<file path="src/hdl/lcsr_pkg.sv">
// Shared types, widths and constants of the load cell serial reader.
// No dependencies; imported by every module of the block.
package lcsr_pkg;

    localparam int DATA_BITS   = 24;
    localparam int RAW_W       = 24;
    localparam int DIFF_W      = RAW_W + 1;
    localparam int SCALE_W     = 32;
    localparam int PROD_W      = DIFF_W + SCALE_W + 1;
    localparam int FRAC_SHIFT  = 16;
    localparam int WEIGHT_W    = 41;
    localparam int PHASE_W     = 8;
    localparam int WAIT_W      = 24;
    localparam int BITCNT_W    = 5;
    localparam int CFG_IDX_W   = 2;
    localparam int CFG_DATA_W  = 32;
    localparam int S_TDATA_W   = 8;
    localparam int M_TDATA_W   = 72;
    localparam int M_USED_W    = 4 + RAW_W + WEIGHT_W;

    localparam logic [RAW_W-1:0]   OFFSET_RST  = RAW_W'(183300);
    localparam logic [SCALE_W-1:0] SCALE_RST   = SCALE_W'(1357639);
    localparam logic [PHASE_W-1:0] PHASE_RST   = PHASE_W'(1);
    localparam logic [WAIT_W-1:0]  TIMEOUT_RST = WAIT_W'(150000);

    typedef enum logic [2:0] {
        ST_IDLE,
        ST_WAIT,
        ST_HIGH,
        ST_LOW,
        ST_GAIN
    } lcsr_state_t;

    typedef enum logic [CFG_IDX_W-1:0] {
        REG_ZERO_OFFSET,
        REG_SCALE,
        REG_PHASE_TICKS,
        REG_READY_TIMEOUT
    } cfg_reg_t;

    typedef struct packed {
        logic [PHASE_W-1:0] phase_ticks;
        logic [WAIT_W-1:0]  ready_timeout;
    } timing_cfg_t;

    typedef struct packed {
        logic             sck;
        logic             busy;
        logic             done;
        logic             timed_out;
        logic [RAW_W-1:0] raw;
    } tick_res_t;

endpackage

</file>
<file path="src/hdl/lcsr_ctrl.sv">
// Tick sequencer of the load cell serial reader: ready wait, clock phases, bit shifting.
// Depends on lcsr_pkg.
module lcsr_ctrl
    import lcsr_pkg::*;
(
    input  logic        aclk,
    input  logic        aresetn,
    input  logic        step,
    input  logic        start_req,
    input  logic        dt_level,
    input  timing_cfg_t cfg,
    output tick_res_t   res
);

    lcsr_state_t         state_reg, state_next;
    logic [BITCNT_W-1:0] bit_cnt_reg, bit_cnt_next;
    logic [PHASE_W-1:0]  ptc_reg, ptc_next;
    logic [WAIT_W-1:0]   wait_cnt_reg, wait_cnt_next;
    logic [RAW_W-1:0]    shift_reg, shift_next;
    logic [RAW_W-1:0]    raw_reg, raw_next;

    logic [PHASE_W-1:0]  phase_len;
    logic [PHASE_W:0]    ptc_inc;
    logic                phase_end;
    logic [PHASE_W-1:0]  ptc_adv;
    logic [WAIT_W-1:0]   wait_inc;
    logic [BITCNT_W-1:0] bit_inc;

    assign phase_len = (cfg.phase_ticks == '0) ? PHASE_W'(1) : cfg.phase_ticks;
    assign ptc_inc   = {1'b0, ptc_reg} + (PHASE_W+1)'(1);
    assign phase_end = ptc_inc >= {1'b0, phase_len};
    assign ptc_adv   = phase_end ? '0 : ptc_inc[PHASE_W-1:0];
    assign wait_inc  = wait_cnt_reg + WAIT_W'(1);
    assign bit_inc   = bit_cnt_reg + BITCNT_W'(1);

    always_comb begin
        state_next    = state_reg;
        bit_cnt_next  = bit_cnt_reg;
        ptc_next      = ptc_reg;
        wait_cnt_next = wait_cnt_reg;
        shift_next    = shift_reg;
        raw_next      = raw_reg;
        res.sck       = 1'b0;
        res.busy      = 1'b0;
        res.done      = 1'b0;
        res.timed_out = 1'b0;
        case (state_reg)
            ST_IDLE: begin
                if (start_req) begin
                    state_next    = ST_WAIT;
                    wait_cnt_next = '0;
                end
            end
            ST_WAIT: begin
                res.busy = 1'b1;
                if (!dt_level) begin
                    state_next   = ST_HIGH;
                    bit_cnt_next = '0;
                    ptc_next     = '0;
                    shift_next   = '0;
                end else begin
                    wait_cnt_next = wait_inc;
                    if (wait_inc >= cfg.ready_timeout) begin
                        state_next    = ST_IDLE;
                        bit_cnt_next  = '0;
                        ptc_next      = '0;
                        wait_cnt_next = '0;
                        raw_next      = '0;
                        res.done      = 1'b1;
                        res.timed_out = 1'b1;
                    end
                end
            end
            ST_HIGH: begin
                res.busy = 1'b1;
                res.sck  = 1'b1;
                ptc_next = ptc_adv;
                if (phase_end) begin
                    state_next = ST_LOW;
                end
            end
            ST_LOW: begin
                res.busy = 1'b1;
                ptc_next = ptc_adv;
                if (phase_end) begin
                    shift_next   = {shift_reg[RAW_W-2:0], dt_level};
                    bit_cnt_next = bit_inc;
                    state_next   = (bit_inc >= BITCNT_W'(DATA_BITS)) ? ST_GAIN : ST_HIGH;
                end
            end
            ST_GAIN: begin
                res.busy = 1'b1;
                res.sck  = 1'b1;
                ptc_next = ptc_adv;
                if (phase_end) begin
                    state_next    = ST_IDLE;
                    bit_cnt_next  = '0;
                    ptc_next      = '0;
                    wait_cnt_next = '0;
                    raw_next      = shift_reg;
                    res.done      = 1'b1;
                end
            end
            default: begin
                state_next = ST_IDLE;
            end
        endcase
        res.raw = raw_next;
    end

    always_ff @(posedge aclk) begin
        if (!aresetn) begin
            state_reg    <= ST_IDLE;
            bit_cnt_reg  <= '0;
            ptc_reg      <= '0;
            wait_cnt_reg <= '0;
            raw_reg      <= '0;
        end else if (step) begin
            state_reg    <= state_next;
            bit_cnt_reg  <= bit_cnt_next;
            ptc_reg      <= ptc_next;
            wait_cnt_reg <= wait_cnt_next;
            raw_reg      <= raw_next;
        end
    end

    always_ff @(posedge aclk) begin
        if (step) begin
            shift_reg <= shift_next;
        end
    end

endmodule

</file>
<file path="src/hdl/load_cell_adc_serial_reader.sv">
// Channel   Direction  Content
// s_*       in         one time tick: start request and sampled data line level
// m_*       out        one result per tick: clock level, status, raw reading, weight
// cfg_*     in         register writes: tare offset, scale, phase length, ready timeout
//
// One tick is accepted every cycle while the output is not stalled; each accepted tick's
// result is registered after the sequencer update, then after the 25 x 33 bit weight multiplier.
// The sequencer state advances only on accepted ticks, so stalls on either side
// do not change timing of the serial protocol as counted in ticks.
// Reset is synchronous and active low; it clears the sequencer, the held reading
// and weight, and loads the configuration registers with their defaults.
// Depends on lcsr_pkg and lcsr_ctrl.
module load_cell_adc_serial_reader
    import lcsr_pkg::*;
(
    input  logic                  aclk,
    input  logic                  aresetn,
    input  logic                  s_tvalid,
    output logic                  s_tready,
    input  logic [S_TDATA_W-1:0]  s_tdata,    // start_req, dt_level, zero fill
    output logic                  m_tvalid,
    input  logic                  m_tready,
    output logic [M_TDATA_W-1:0]  m_tdata,    // sck, busy_res, done_res, timed_out,
                                              // raw_value, weight_q16, zero fill
    input  logic                  cfg_valid,
    output logic                  cfg_ready,
    input  logic [CFG_IDX_W-1:0]  cfg_index,
    input  logic [CFG_DATA_W-1:0] cfg_data
);

    logic [RAW_W-1:0]    offset_reg;
    logic [SCALE_W-1:0]  scale_reg;
    timing_cfg_t         timing_reg;

    logic                s_acc;
    logic                out_en;
    tick_res_t           tick_res;

    logic                a_valid_reg;
    tick_res_t           a_res_reg;
    logic signed [DIFF_W-1:0] a_diff_reg;
    logic signed [DIFF_W-1:0] diff_next;
    logic signed [PROD_W-1:0] prod;

    logic                m_valid_reg;
    tick_res_t           m_res_reg;
    logic [WEIGHT_W-1:0] weight_reg;

    assign cfg_ready = 1'b1;

    always_ff @(posedge aclk) begin
        if (!aresetn) begin
            offset_reg               <= OFFSET_RST;
            scale_reg                <= SCALE_RST;
            timing_reg.phase_ticks   <= PHASE_RST;
            timing_reg.ready_timeout <= TIMEOUT_RST;
        end else if (cfg_valid) begin
            case (cfg_reg_t'(cfg_index))
                REG_ZERO_OFFSET:   offset_reg <= cfg_data[RAW_W-1:0];
                REG_SCALE:         scale_reg  <= cfg_data[SCALE_W-1:0];
                REG_PHASE_TICKS:   timing_reg.phase_ticks <= cfg_data[PHASE_W-1:0];
                REG_READY_TIMEOUT: timing_reg.ready_timeout <= cfg_data[WAIT_W-1:0];
                default: ;
            endcase
        end
    end

    assign out_en   = !m_valid_reg || m_tready;
    assign s_tready = !a_valid_reg || out_en;
    assign s_acc    = s_tvalid && s_tready;

    lcsr_ctrl u_ctrl (
        .aclk      (aclk),
        .aresetn   (aresetn),
        .step      (s_acc),
        .start_req (s_tdata[0]),
        .dt_level  (s_tdata[1]),
        .cfg       (timing_reg),
        .res       (tick_res)
    );

    assign diff_next = $signed({tick_res.raw[RAW_W-1], tick_res.raw})
                     - $signed({offset_reg[RAW_W-1], offset_reg});

    always_ff @(posedge aclk) begin
        if (!aresetn) begin
            a_valid_reg <= 1'b0;
        end else if (s_acc) begin
            a_valid_reg <= 1'b1;
        end else if (out_en) begin
            a_valid_reg <= 1'b0;
        end
    end

    always_ff @(posedge aclk) begin
        if (s_acc) begin
            a_res_reg  <= tick_res;
            a_diff_reg <= diff_next;
        end
    end

    assign prod = a_diff_reg * $signed({1'b0, scale_reg});

    always_ff @(posedge aclk) begin
        if (!aresetn) begin
            m_valid_reg <= 1'b0;
            weight_reg  <= '0;
        end else if (out_en) begin
            m_valid_reg <= a_valid_reg;
            if (a_valid_reg && a_res_reg.done) begin
                weight_reg <= prod[FRAC_SHIFT+WEIGHT_W-1:FRAC_SHIFT];
            end
        end
    end

    always_ff @(posedge aclk) begin
        if (out_en && a_valid_reg) begin
            m_res_reg <= a_res_reg;
        end
    end

    assign m_tvalid = m_valid_reg;
    assign m_tdata  = {{(M_TDATA_W-M_USED_W){1'b0}}, weight_reg, m_res_reg.raw,
                       m_res_reg.timed_out, m_res_reg.done, m_res_reg.busy, m_res_reg.sck};

endmodule

</file>
<file path="config.mk">
export PLATFORM = sky130hd
export DESIGN_NAME = load_cell_adc_serial_reader
export DESIGN_NICKNAME = d
export VERILOG_FILES = /design/src/hdl/lcsr_pkg.sv /design/src/hdl/lcsr_ctrl.sv /design/src/hdl/load_cell_adc_serial_reader.sv
export SDC_FILE = /design/constraint.sdc
export NUM_CORES = 2
export LEC_CHECK = 0
export ABC_CLOCK_PERIOD_IN_PS = 20900
export BUFFER_PORTS_ARGS = -buffer_cell sky130_fd_sc_hd__clkbuf_2
export CELL_PAD_IN_SITES_DETAIL_PLACEMENT = 0
export CELL_PAD_IN_SITES_GLOBAL_PLACEMENT = 2
export CORE_MARGIN = 8
export CORE_UTILIZATION = 45
export CTS_CLUSTER_DIAMETER = 80
export DETAILED_ROUTE_END_ITERATION = 16
export GPL_TIMING_DRIVEN = 0
export PLACE_DENSITY_LB_ADDON = 0.08
export SLEW_MARGIN = 0
export SYNTH_ARGS = -nofsm -noshare
export SYNTH_HDL_FRONTEND = slang
export SYNTH_HIERARCHICAL = 1
export SYNTH_SLANG_ARGS = --single-unit
</file>
<file path="constraint.sdc">
create_clock -name aclk -period 20.9 [get_ports aclk]
set_input_delay 1.045 -clock aclk [delete_from_list [all_inputs] [get_ports aclk]]
set_output_delay 1.045 -clock aclk [all_outputs]
set_load 0.02 [all_outputs]
</file>
==> results.txt <==
outcome -> completed
total of warnings raised by yosys -> 6
crit path DAT -> 8.99 ns
clk slew on worst S/H paths -> 0.06 ns
# hold bufs at CTS -> 0
Synth async-reset ratio -> 0%
initial DRC count -> 2014
# rows -> 108
Post-Syn Area -> 39400 um2
Nets -> 5525
vias in the first global route -> 31700
input/output buffers -> 111
Pins Over Slew Limit -> 0
largest net degree at the start of global routing -> 37
1st-pass router iterations -> 5
Routed Antenna Nets -> 0
max reg flops -> 41
final setup fails -> 0
worst clock skew -> 0.0323 ns
Initial Util -> 45.5%
core box area -> 86800 um2
FILL cells -> 8624
RePlAce Congestion -> 0.995
CP endpoint kind -> register
antenna violations before repair -> 8
CP Launch Type -> register
Post-synth EDFFs -> 105
RSZ-0062 raised after global routing -> no
Max Cap Violations -> 0
Tcrit/Tclk final -> 40.7%
fmax -> 118 MHz
Seq cells post-synth -> 300
Post-Route WL -> 141 mm
crit path time final -> 8.51 ns
Resized Gates After CTS -> 0
Root Buffer -> clkbuf_16
htree depth -> 2
Syn Inst Count -> 4363
Num Clock Sinks -> 300
syn_area_per_cell -> 9.04 um2
Worst Path Buf+Inv -> 6
Slew @ Worst Pin -> 1.30 ns
Avg WL per Cell -> 24.8 um
max_slew headroom -> 13.2%
Hold Fails Final Rpt -> 0
Setup Fix Bufs, Post-CTS -> 0
CP Max Fanout -> 10
Fin Setup TNS -> 0 ns
P&R area growth vs syn -> 8.22%
CP max stage cell -> clkbuf_1
Top delay family on crit path -> adder cells
global-route wire length before repair -> 210 mm
commonest non-fill, non-tap cells in the layout -> inv_1 (800), nand2_1 (725), fa_1 (687)
hpwl dp -> 116 mm
most used cell, CP -> fa_1
Clock Tree Buf Depth -> 3
data required time of the critical path -> 21.38 ns
post-synthesis sequential area ratio -> 17.9%
grt ovf -> 0
commonest non-fill, non-tap cell in the layout -> inv_1
Primary FF master, synth -> dfxtp_1
clk_lat worst skew -> 0.56 ns
worst min path class -> reg -> reg
share of layout cells above drive strength 1 -> 4.82%
global router's overall resource usage -> 28.8%
class of the most critical setup path -> reg -> reg
die footprint -> 97400 um2
Yosys cell types -> 86
CTS tree -> done
die height -> 312 um
via count -> 30400
I/O pin cnt -> 122
Die X -> 312 um
Via density -> 5.34
CTS buffer count -> 35
Remaining DRCs -> 0
CP max stage delay -> 0.89 ns
## final cells by class
type	count	area, um2	area share [%]
inverter	801	3010	7.04
timing repair buffer	112	576	1.35
buffer	238	946	2.22
clock buffer	51	1030	2.41
antenna	5	12.5	0.0293
clock inverter	12	170	0.399
sequential	300	7060	16.5
multi-input combinational	3026	28400	66.6
tap	1155	1450	3.39
## cells in the mapped netlist, drive strengths merged, types with 27 or more instances
master / number / share of area (%)
clkbuf: 216 / 2.1
ha: 277 / 8.8
and3: 48 / 0.76
xnor2: 48 / 1.1
nand2: 726 / 6.9
and2: 408 / 6.5
nor2b: 35 / 0.56
nand3: 85 / 1.1
a21o: 38 / 0.74
xor2: 42 / 0.93
nor2: 89 / 0.85
dfxtp: 195 / 9.9
a22o: 41 / 0.91
o21ai: 54 / 0.73
inv: 801 / 7.6
fa: 687 / 35
nand4: 27 / 0.43
edfxtp: 105 / 8.0
a21oi: 188 / 2.4
## metrics by stage
| stage | worst slack (ns) | instances | instance area, um2 | hold WS (ns) | utilization [%] |
|---|---|---|---|---|---|
| after floorplan | 14.30 | 4365 | 39400 | 0.400 | - |
| after global placement | 12.49 | 5631 | 41400 | 0.403 | 47.8 |
| after detailed placement | 12.45 | 5632 | 41500 | 0.405 | 47.8 |
| after CTS | 12.43 | 5695 | 42700 | 0.416 | 49.2 |
| after global routing | 12.14 | 5695 | 42700 | 0.424 | 49.2 |
| final | 12.39 | 5700 | 42700 | 0.415 | 49.2 |
## final timing paths
| check | cells past startpoint | endpoint | slack (ns) | startpoint |
|---|---|---|---|---|
| hold reg to reg | 0 | m_tdata[0] | 0.42 | a_res_reg[27] |
| hold / removal | 0 | m_tdata[0] | 0.42 | a_res_reg[27] |
| setup / recovery | 25 | weight_reg[33] | 12.39 | a_diff_reg[7] |
| setup reg to reg | 25 | weight_reg[33] | 12.39 | a_diff_reg[7] |
## worst reg2reg max path, stage by stage (launching register included)
cell and delay (ns):
edfxtp_1 0.79, clkbuf_1 0.90, nand2_1 0.21, fa_1 0.59, inv_1 0.06, fa_1 0.51, inv_1 0.05, fa_1 0.47
fa_1 0.51, inv_1 0.05, fa_1 0.45, fa_1 0.53, inv_1 0.06, fa_1 0.66, inv_1 0.08, ha_1 0.38
a21o_1 0.23, a21o_1 0.18, a21oi_1 0.22, o21ai_0 0.11, a21boi_0 0.59, o221ai_1 0.25, a21oi_1 0.19, xnor2_1 0.14
nand2_1 0.09, a21oi_1 0.16
## logic make-up after synthesis
logic type	count (synthesis)	share of synthesized area, %
AO/OA/AOI/OAI	456	7.71
adder cells (fa/ha/maj)	964	43.7
flip-flops	300	17.9
XOR/XNOR	90	2.00
buffers and inverters	1039	10.0
other	2	0.0190
multiplexers	4	0.105
AND/OR/NAND/NOR	1508	18.6
## per-layer routing
metal,GRT usage (%),up-vias,routed length [um]
li1,-,13800,-
met1,36.7,15400,57300
met2,48.6,1008,67400
met3,3.74,268,7940
met4,13.8,0,8440
met5,0,-,0
Power is left out: the tool's default activity adds up to more than one toggle a clock period on the data nets, which glitch-free logic cannot reach.
